$ cat config.mk
export PLATFORM = sky130hd
export DESIGN_NAME = histogram_mode_and_repeats
export DESIGN_NICKNAME = d
export VERILOG_FILES = /design/src/hmr_pkg.sv /design/src/histogram_mode_and_repeats.sv /design/src/hmr_front.sv /design/src/hmr_queue.sv /design/src/hmr_back.sv
export SDC_FILE = /design/constraint.sdc
export NUM_CORES = 1
export LEC_CHECK = 0
export ABC_AREA = 1
export CORE_MARGIN = 5
export CORE_UTILIZATION = 29
export DETAILED_ROUTE_END_ITERATION = 8
export DONT_BUFFER_PORTS = 1
export PLACE_DENSITY_LB_ADDON = 0.25
export RECOVER_POWER = 25
export SYNTH_ARGS = -nofsm -noshare
export SYNTH_HDL_FRONTEND = slang
export SYNTH_SLANG_ARGS = --single-unit
$ cat constraint.sdc
create_clock -name i_clk -period 5.25 [get_ports i_clk]
set_input_delay 0 -clock i_clk [delete_from_list [all_inputs] [get_ports i_clk]]
set_output_delay 0 -clock i_clk [all_outputs]
set_load 0.01 [all_outputs]
$ cat src/hmr_pkg.sv
// Shared types and constants for the histogram mode and repeat finder.
// No dependencies; imported by every module of the block.
package hmr_pkg;

    localparam int NUM_BINS_DEF  = 16;
    localparam int MAX_COUNT_DEF = 1024;
    localparam int VAL_W         = 4;
    localparam int CFG_W         = 11;
    localparam int QUEUE_DEPTH   = 4;
    localparam logic [CFG_W-1:0] REPEAT_RESET = 11'd2;

    typedef struct packed {
        logic             in_range;
        logic [VAL_W-1:0] value;
        logic             last;
    } t_item;

    typedef enum logic [1:0] {
        BK_COUNT,
        BK_SCAN,
        BK_FINISH
    } t_back_state;

    function automatic int scan_bins(input int n);
        return (n < (1 << VAL_W)) ? n : (1 << VAL_W);
    endfunction

endpackage

$ cat src/histogram_mode_and_repeats.sv
// Histogram mode and repeat finder. Items are taken one per cycle while busy is low and
// reach the bins via the front register and the queue, later while the queue holds items.
// A set's last item starts a scan over the min(NUM_BINS,16) bins of the bin store and a
// closing state; the front stage and a 4-beat queue absorb 5 further items before busy rises.
// Results come one per cycle at most. The receiver cannot stall. Synchronous
// reset clears the bins, the queue and the result strobe and sets min_repeat to 2.
module histogram_mode_and_repeats #(
    parameter int NUM_BINS  = hmr_pkg::NUM_BINS_DEF,
    parameter int MAX_COUNT = hmr_pkg::MAX_COUNT_DEF
) (
    input  logic                      i_clk,
    input  logic                      i_rst_n,
    input  logic                      start,
    output logic                      busy,
    input  logic [hmr_pkg::VAL_W-1:0] i_sample_value,
    input  logic                      i_last_sample,
    input  logic                      i_cfg_valid,
    output logic                      o_cfg_ready,
    input  logic [hmr_pkg::CFG_W-1:0] i_cfg_data,
    output logic                      o_valid,
    output logic [hmr_pkg::VAL_W-1:0] o_repeated_value,
    output logic                      o_has_value,
    output logic [hmr_pkg::VAL_W-1:0] o_repeat_index,
    output logic [hmr_pkg::VAL_W-1:0] o_mode_value,
    output logic                      o_end_of_list
);
    import hmr_pkg::*;

    logic [CFG_W-1:0] r_min_repeat;
    logic             q_push;
    logic             q_pop;
    logic             q_full;
    logic             q_empty;
    t_item            front_item;
    t_item            q_item;

    assign o_cfg_ready = 1'b1;

    always_ff @(posedge i_clk) begin
        if (!i_rst_n) begin
            r_min_repeat <= REPEAT_RESET;
        end else if (i_cfg_valid && o_cfg_ready) begin
            r_min_repeat <= i_cfg_data;
        end
    end

    hmr_front #(
        .NUM_BINS (NUM_BINS)
    ) u_front (
        .i_clk          (i_clk),
        .i_rst_n        (i_rst_n),
        .i_start        (start),
        .i_sample_value (i_sample_value),
        .i_last_sample  (i_last_sample),
        .i_q_full       (q_full),
        .o_busy         (busy),
        .o_push         (q_push),
        .o_item         (front_item)
    );

    hmr_queue u_queue (
        .i_clk   (i_clk),
        .i_rst_n (i_rst_n),
        .i_push  (q_push),
        .i_item  (front_item),
        .i_pop   (q_pop),
        .o_item  (q_item),
        .o_full  (q_full),
        .o_empty (q_empty)
    );

    hmr_back #(
        .NUM_BINS  (NUM_BINS),
        .MAX_COUNT (MAX_COUNT)
    ) u_back (
        .i_clk            (i_clk),
        .i_rst_n          (i_rst_n),
        .i_empty          (q_empty),
        .i_item           (q_item),
        .i_min_repeat     (r_min_repeat),
        .o_pop            (q_pop),
        .o_valid          (o_valid),
        .o_repeated_value (o_repeated_value),
        .o_has_value      (o_has_value),
        .o_repeat_index   (o_repeat_index),
        .o_mode_value     (o_mode_value),
        .o_end_of_list    (o_end_of_list)
    );

endmodule

$ cat src/hmr_front.sv
// Front end: takes items on the start/busy handshake, marks whether the
// sample lands in a bin, and pushes them into the queue. Uses hmr_pkg.
module hmr_front #(
    parameter int NUM_BINS = hmr_pkg::NUM_BINS_DEF
) (
    input  logic                      i_clk,
    input  logic                      i_rst_n,
    input  logic                      i_start,
    input  logic [hmr_pkg::VAL_W-1:0] i_sample_value,
    input  logic                      i_last_sample,
    input  logic                      i_q_full,
    output logic                      o_busy,
    output logic                      o_push,
    output hmr_pkg::t_item            o_item
);
    import hmr_pkg::*;

    localparam int SCAN_BINS = scan_bins(NUM_BINS);
    localparam logic [VAL_W:0] SCAN_LIM = (VAL_W+1)'(SCAN_BINS);

    logic  r_valid;
    logic  n_valid;
    t_item r_item;
    logic  accept;

    assign o_busy = r_valid & i_q_full;
    assign o_push = r_valid & ~i_q_full;
    assign accept = i_start & ~o_busy;
    assign o_item = r_item;

    always_comb begin
        n_valid = r_valid;
        if (accept) begin
            n_valid = 1'b1;
        end else if (o_push) begin
            n_valid = 1'b0;
        end
    end

    always_ff @(posedge i_clk) begin
        if (!i_rst_n) begin
            r_valid <= 1'b0;
        end else begin
            r_valid <= n_valid;
        end
    end

    always_ff @(posedge i_clk) begin
        if (accept) begin
            r_item.in_range <= ({1'b0, i_sample_value} < SCAN_LIM);
            r_item.value    <= i_sample_value;
            r_item.last     <= i_last_sample;
        end
    end

endmodule

$ cat src/hmr_queue.sv
// Short FIFO between front and back end, QUEUE_DEPTH beats deep.
// Uses hmr_pkg for the item type and depth.
module hmr_queue (
    input  logic           i_clk,
    input  logic           i_rst_n,
    input  logic           i_push,
    input  hmr_pkg::t_item i_item,
    input  logic           i_pop,
    output hmr_pkg::t_item o_item,
    output logic           o_full,
    output logic           o_empty
);
    import hmr_pkg::*;

    localparam int PTR_W = $clog2(QUEUE_DEPTH);
    localparam int CNT_W = $clog2(QUEUE_DEPTH + 1);
    localparam logic [CNT_W-1:0] DEPTH = CNT_W'(QUEUE_DEPTH);

    t_item            r_mem [QUEUE_DEPTH];
    logic [PTR_W-1:0] r_wr_ptr, n_wr_ptr;
    logic [PTR_W-1:0] r_rd_ptr, n_rd_ptr;
    logic [CNT_W-1:0] r_count, n_count;

    assign o_full  = (r_count == DEPTH);
    assign o_empty = (r_count == '0);
    assign o_item  = r_mem[r_rd_ptr];

    always_comb begin
        n_wr_ptr = i_push ? r_wr_ptr + 1'b1 : r_wr_ptr;
        n_rd_ptr = i_pop  ? r_rd_ptr + 1'b1 : r_rd_ptr;
        n_count  = r_count;
        if (i_push && !i_pop) begin
            n_count = r_count + 1'b1;
        end else if (!i_push && i_pop) begin
            n_count = r_count - 1'b1;
        end
    end

    always_ff @(posedge i_clk) begin
        if (!i_rst_n) begin
            r_wr_ptr <= '0;
            r_rd_ptr <= '0;
            r_count  <= '0;
        end else begin
            r_wr_ptr <= n_wr_ptr;
            r_rd_ptr <= n_rd_ptr;
            r_count  <= n_count;
        end
    end

    always_ff @(posedge i_clk) begin
        if (i_push) begin
            r_mem[r_wr_ptr] <= i_item;
        end
    end

endmodule

$ cat src/hmr_back.sv
// Back end: counts items into saturating bins, tracks the mode, and on the
// last item scans the bins one per cycle to emit the repeat list. Uses hmr_pkg.
module hmr_back #(
    parameter int NUM_BINS  = hmr_pkg::NUM_BINS_DEF,
    parameter int MAX_COUNT = hmr_pkg::MAX_COUNT_DEF
) (
    input  logic                      i_clk,
    input  logic                      i_rst_n,
    input  logic                      i_empty,
    input  hmr_pkg::t_item            i_item,
    input  logic [hmr_pkg::CFG_W-1:0] i_min_repeat,
    output logic                      o_pop,
    output logic                      o_valid,
    output logic [hmr_pkg::VAL_W-1:0] o_repeated_value,
    output logic                      o_has_value,
    output logic [hmr_pkg::VAL_W-1:0] o_repeat_index,
    output logic [hmr_pkg::VAL_W-1:0] o_mode_value,
    output logic                      o_end_of_list
);
    import hmr_pkg::*;

    localparam int SCAN_BINS = scan_bins(NUM_BINS);
    localparam int IDX_W     = (SCAN_BINS > 1) ? $clog2(SCAN_BINS) : 1;
    localparam int CNT_W     = $clog2(MAX_COUNT + 1);
    localparam int CMP_W     = (CNT_W > CFG_W) ? CNT_W : CFG_W;
    localparam logic [CNT_W-1:0] CNT_MAX  = CNT_W'(MAX_COUNT);
    localparam logic [IDX_W-1:0] LAST_IDX = IDX_W'(SCAN_BINS - 1);

    t_back_state      r_state, n_state;
    logic [CNT_W-1:0] r_bins [SCAN_BINS];
    logic [CNT_W-1:0] r_max;
    logic [IDX_W-1:0] r_mode;
    logic [IDX_W-1:0] r_idx, n_idx;
    logic             r_pend_valid, n_pend_valid;
    logic [IDX_W-1:0] r_pend, n_pend;
    logic [VAL_W-1:0] r_rep_cnt, n_rep_cnt;

    logic             r_out_valid, n_out_valid;
    logic [VAL_W-1:0] r_out_value, n_out_value;
    logic             r_out_has, n_out_has;
    logic [VAL_W-1:0] r_out_index, n_out_index;
    logic             r_out_end, n_out_end;
    logic [VAL_W-1:0] r_out_mode, n_out_mode;

    logic [IDX_W-1:0] bin_sel;
    logic [IDX_W-1:0] rd_addr;
    logic [CNT_W-1:0] cnt_rd;
    logic [CNT_W-1:0] cnt_inc;
    logic             can_inc;
    logic             bump;
    logic             qualify;
    logic             finish;

    assign bin_sel = i_item.value[IDX_W-1:0];
    assign rd_addr = (r_state == BK_COUNT) ? bin_sel : r_idx;
    assign cnt_rd  = r_bins[rd_addr];
    assign cnt_inc = cnt_rd + 1'b1;
    assign can_inc = i_item.in_range && (cnt_rd != CNT_MAX);
    assign o_pop   = (r_state == BK_COUNT) && !i_empty;
    assign bump    = o_pop && can_inc;
    assign qualify = (CMP_W'(cnt_rd) >= CMP_W'(i_min_repeat));
    assign finish  = (r_state == BK_FINISH);

    assign o_valid          = r_out_valid;
    assign o_repeated_value = r_out_value;
    assign o_has_value      = r_out_has;
    assign o_repeat_index   = r_out_index;
    assign o_mode_value     = r_out_mode;
    assign o_end_of_list    = r_out_end;

    always_comb begin
        n_state      = r_state;
        n_idx        = r_idx;
        n_pend_valid = r_pend_valid;
        n_pend       = r_pend;
        n_rep_cnt    = r_rep_cnt;
        n_out_valid  = 1'b0;
        n_out_value  = r_out_value;
        n_out_has    = r_out_has;
        n_out_index  = r_out_index;
        n_out_end    = r_out_end;
        n_out_mode   = r_out_mode;
        case (r_state)
            BK_COUNT: begin
                if (!i_empty && i_item.last) begin
                    n_state = BK_SCAN;
                    n_idx   = '0;
                end
            end
            BK_SCAN: begin
                if (qualify) begin
                    if (r_pend_valid) begin
                        n_out_valid = 1'b1;
                        n_out_value = VAL_W'(r_pend);
                        n_out_has   = 1'b1;
                        n_out_index = r_rep_cnt;
                        n_out_end   = 1'b0;
                        n_out_mode  = VAL_W'(r_mode);
                        n_rep_cnt   = r_rep_cnt + 1'b1;
                    end
                    n_pend       = r_idx;
                    n_pend_valid = 1'b1;
                end
                if (r_idx == LAST_IDX) begin
                    n_state = BK_FINISH;
                end else begin
                    n_idx = r_idx + 1'b1;
                end
            end
            BK_FINISH: begin
                n_out_valid = 1'b1;
                n_out_mode  = VAL_W'(r_mode);
                n_out_end   = 1'b1;
                if (r_pend_valid) begin
                    n_out_value = VAL_W'(r_pend);
                    n_out_has   = 1'b1;
                    n_out_index = r_rep_cnt;
                end else begin
                    n_out_value = '0;
                    n_out_has   = 1'b0;
                    n_out_index = '0;
                end
                n_pend_valid = 1'b0;
                n_rep_cnt    = '0;
                n_state      = BK_COUNT;
            end
            default: begin
                n_state = BK_COUNT;
            end
        endcase
    end

    always_ff @(posedge i_clk) begin
        if (!i_rst_n) begin
            r_state      <= BK_COUNT;
            r_idx        <= '0;
            r_pend_valid <= 1'b0;
            r_rep_cnt    <= '0;
            r_out_valid  <= 1'b0;
        end else begin
            r_state      <= n_state;
            r_idx        <= n_idx;
            r_pend_valid <= n_pend_valid;
            r_rep_cnt    <= n_rep_cnt;
            r_out_valid  <= n_out_valid;
        end
    end

    always_ff @(posedge i_clk) begin
        r_pend      <= n_pend;
        r_out_value <= n_out_value;
        r_out_has   <= n_out_has;
        r_out_index <= n_out_index;
        r_out_end   <= n_out_end;
        r_out_mode  <= n_out_mode;
    end

    always_ff @(posedge i_clk) begin
        if (!i_rst_n || finish) begin
            for (int b = 0; b < SCAN_BINS; b++) begin
                r_bins[b] <= '0;
            end
        end else if (bump) begin
            r_bins[bin_sel] <= cnt_inc;
        end
    end

    always_ff @(posedge i_clk) begin
        if (!i_rst_n || finish) begin
            r_max  <= '0;
            r_mode <= '0;
        end else if (bump) begin
            if (cnt_inc > r_max) begin
                r_max  <= cnt_inc;
                r_mode <= bin_sel;
            end else if (cnt_inc == r_max && bin_sel < r_mode) begin
                r_mode <= bin_sel;
            end
        end
    end

endmodule

==> summary.txt <==
Job
  – MaxCap Viol Count: 0

Synth
  – Synth Flop Type: edfxtp_1
  – Ys Warns: 0
  – Cells after synthesis: 1,332
  – Area share of the largest cell type after synthesis: 50.57%
  – Syn Nets: 1,389
  – Top-count cell post-synth: nand2_1
  – Register area share after synthesis: between 50 and 60%
  – Synth Register Bits: 267
  – Synth area leader: edfxtp_1
  – Post-synth EDFFs: 219
  – Post-Syn Area: 13,000 um2
  – Library cells used by synthesis: 46
  – Syn Area/Cell: ~9.8 um2
  – Synth area leaders: edfxtp_1 51%, nand2_1 7.6%, dfxtp_1 7.4%
  – FFs w/ async S/R, synth: 0%
  – Post-synth top cells: 264 x nand2_1, 219 x edfxtp_1, 170 x nor2_1

Route
  – DR DRC count: 0
  – First-pass DRT Iterations: 4
  – Antenna viol nets, final: 0
  – Vias: 9,123
  – Routed len/inst: between 15 and 20 um
  – Drt first-iter violations: ~810
  – Vias/cell: 4.650
  – WL final: 34,600 um

Timing
  – Slew at the pin with the worst max-slew slack: 1025 ps
  – Worst clock skew: roughly 20 ps
  – Final slew viol count: 0
  – Max Clock Freq: 204.9 MHz
  – Final Cycle Share: 92.96%
  – Finish-stage setup viols: 0
  – RSZ-0062 raised after global routing: false
  – Clock period minus worst slack: slightly below 5000 ps
  – Sum Neg Setup Slack: 0 ps
  – Slew headroom: a little under a third
  – Final Hold Fails: 0

Worst setup path
  – Register-to-Register Path Depth: 20
  – CP Class: flip-flop to flip-flop
  – CP arrival: 5080 ps
  – Data required time at the worst endpoint: 5450 ps
  – Max FO, Critical Path: between 40 and 50
  – Worst Setup End Kind: flip-flop
  – Crit path launch: u_back.r_state[0]
  – Worst R2R Start: u_back.r_state[0]
  – Critical path launch point type: flip-flop

Clock tree
  – CTS clk-pin slew, worst paths: 60 ps
  – CTS tree: yes
  – Clock Tree Root: clkbuf_16
  – Clock buffer depth: 3
  – Num CTS Buffers: 29
  – CTS Sinks: 267
  – H-tree Lvls: 1
  – Latest clock arrival within the worst-skew pair: 570 ps

Finish
  – Synth-to-layout area growth: 13.30%
  – FF+latch area: 7538 um2
  – Final net count: 1,405
  – Diode count: 0
  – Layout cells sized above 1: between 10% and 20%
  – Fill cells: 4,546
  – Multi-input combinational cell area: roughly 4500 um2

Floorplan
  – Die Span X: 221.8 um
  – Die Ht: 221.8 um
  – Initial Util: between 20% and 30%
  – Placeable Area: 44,320 um2
  – I/O pins: 37
  – # rows: 77
  – Die area: approximately 50,000 um2

GRT
  – Initial antenna violation count: 0
  – Gr usage total: 13.28%
  – Gr ovfl total: 0
  – First-pass GRT wire length: 52,090 um
  – Vias in the first global route: 8,816
  – Largest net degree at the start of global routing: 47

Min path
  – Hold Path Origin: i_sample_value[2]
  – Hold path cells: 1
  – Hold/Removal Path Class: input pin to flip-flop

Placed design
  – PortBufs: 0
  – Placed wire-length estimate: around 22,000 um
  – RePlAce Congestion: roughly 0.83

Status
  – Status: complete, no violations
-- per-layer routing --
layer | track usage (%) | part of all wire, %
met1 | 18.24 | 46
met2 | 21.84 | 47
met5 | 0 | 0
met4 | 4.593 | 3.3
met3 | 1.602 | 4.1
-- worst paths after layout --
path         slack [ps]                     end
max                 370  u_back.o_mode_value[3]
max reg2reg         370  u_back.o_mode_value[3]
min reg2reg         460  u_back.o_mode_value[1]
min                  50       u_front.o_item[3]
-- critical path, stage by stage (launching register included) --
cell	delay (ps)
dfxtp_1	310
inv_1	110
ha_1	200
clkinvlp_2	290
nand2_1	300
nand2_8	230
buf_4	280
nand2_1	80
nand3_1	100
nand3_1	110
nand3_1	190
nand2_1	250
inv_1	70
ha_1	290
nand2_1	80
nor4_1	300
nand3_1	150
o21a_1	230
nand3_1	160
nand3_2	180
inv_1	550
-- cells by family after synthesis --
kind of cell | after synthesis | synth area share [%]
adder cells (fa/ha/maj) | 37 | 3.618
AO/OA/AOI/OAI | 119 | 5.215
buffers and inverters | 186 | 7.361
XOR/XNOR | 7 | 0.6447
flip-flops | 267 | 57.96
AND/OR/NAND/NOR | 715 | 25.17
other | 1 | 0.02884
-- per-stage QoR --
stage               hold slack [ps]  cells  setup slack (ps)  util [%]  cell area [um2]
floorplan                     98.87   1332             273.6         -            13000
global placement              98.94   1880             304.0     30.31            13430
detailed placement            98.93   1880             240.8     30.31            13430
CTS                           21.70   1952             186.1     33.03            14640
global route                  39.28   1962             18.57     33.24            14730
finish                        54.52   1962             369.6     33.24            14730
-- flip-flops by register name, indices dropped and copies added (netlist names), 2 cells and up, named ones only --
| signal | count |
|---|---|
| u_back.o_mode_value | 4 |
| u_queue.r_wr_ptr | 2 |
| u_back.r_max | 11 |
| u_queue.r_rd_ptr | 2 |
| u_back.r_pend | 4 |
| r_min_repeat | 11 |
| u_front.o_item | 5 |
| u_back.o_repeated_value | 4 |
| u_back.r_rep_cnt | 4 |
| u_queue.r_mem | 20 |
| u_back.o_repeat_index | 4 |
| u_back.r_bins | 176 |
| u_back.r_mode | 4 |
| u_back.r_state | 2 |
| u_back.r_idx | 4 |
| u_queue.r_count | 3 |
-- cell type report --
cell class                      instances  area share, %
Clock inverter                         21          1.877
Clock buffer                           32          5.002
Tap cell                              592          5.028
Timing Repair Buffer                   53          3.253
Sequential cell                       267          51.17
Inverter                              116          2.964
Multi-Input combinational cell        881          30.71
-- what timing repair did --
action                                  4_1_cts  5_1_grt
hold endpoints to repair                     43        0
hold buffers                                 19        0
gates resized for setup                       0        6
endpoints found under the setup margin        0       29
setup buffers                                 0        8
-- placed cells by master, fill, tap and decap left out, types with 5 or more instances in the layout --
cell,instances
nand2_1,266
edfxtp_1,219
nor2_1,169
nand3_1,166
inv_1,108
nor2_2,60
a21oi_1,49
dfxtp_1,47
o21ai_0,46
ha_1,36
clkbuf_16,29
buf_4,29
nand2_2,21
dlygate4sd3_1,19
o211ai_1,8
inv_2,6
bufinv_16,6
or2_2,5
nor3_1,5
clkinv_2,5
Power is left out: the tool's default activity adds up to more than one toggle a clock period on the data nets, which glitch-free logic cannot reach.
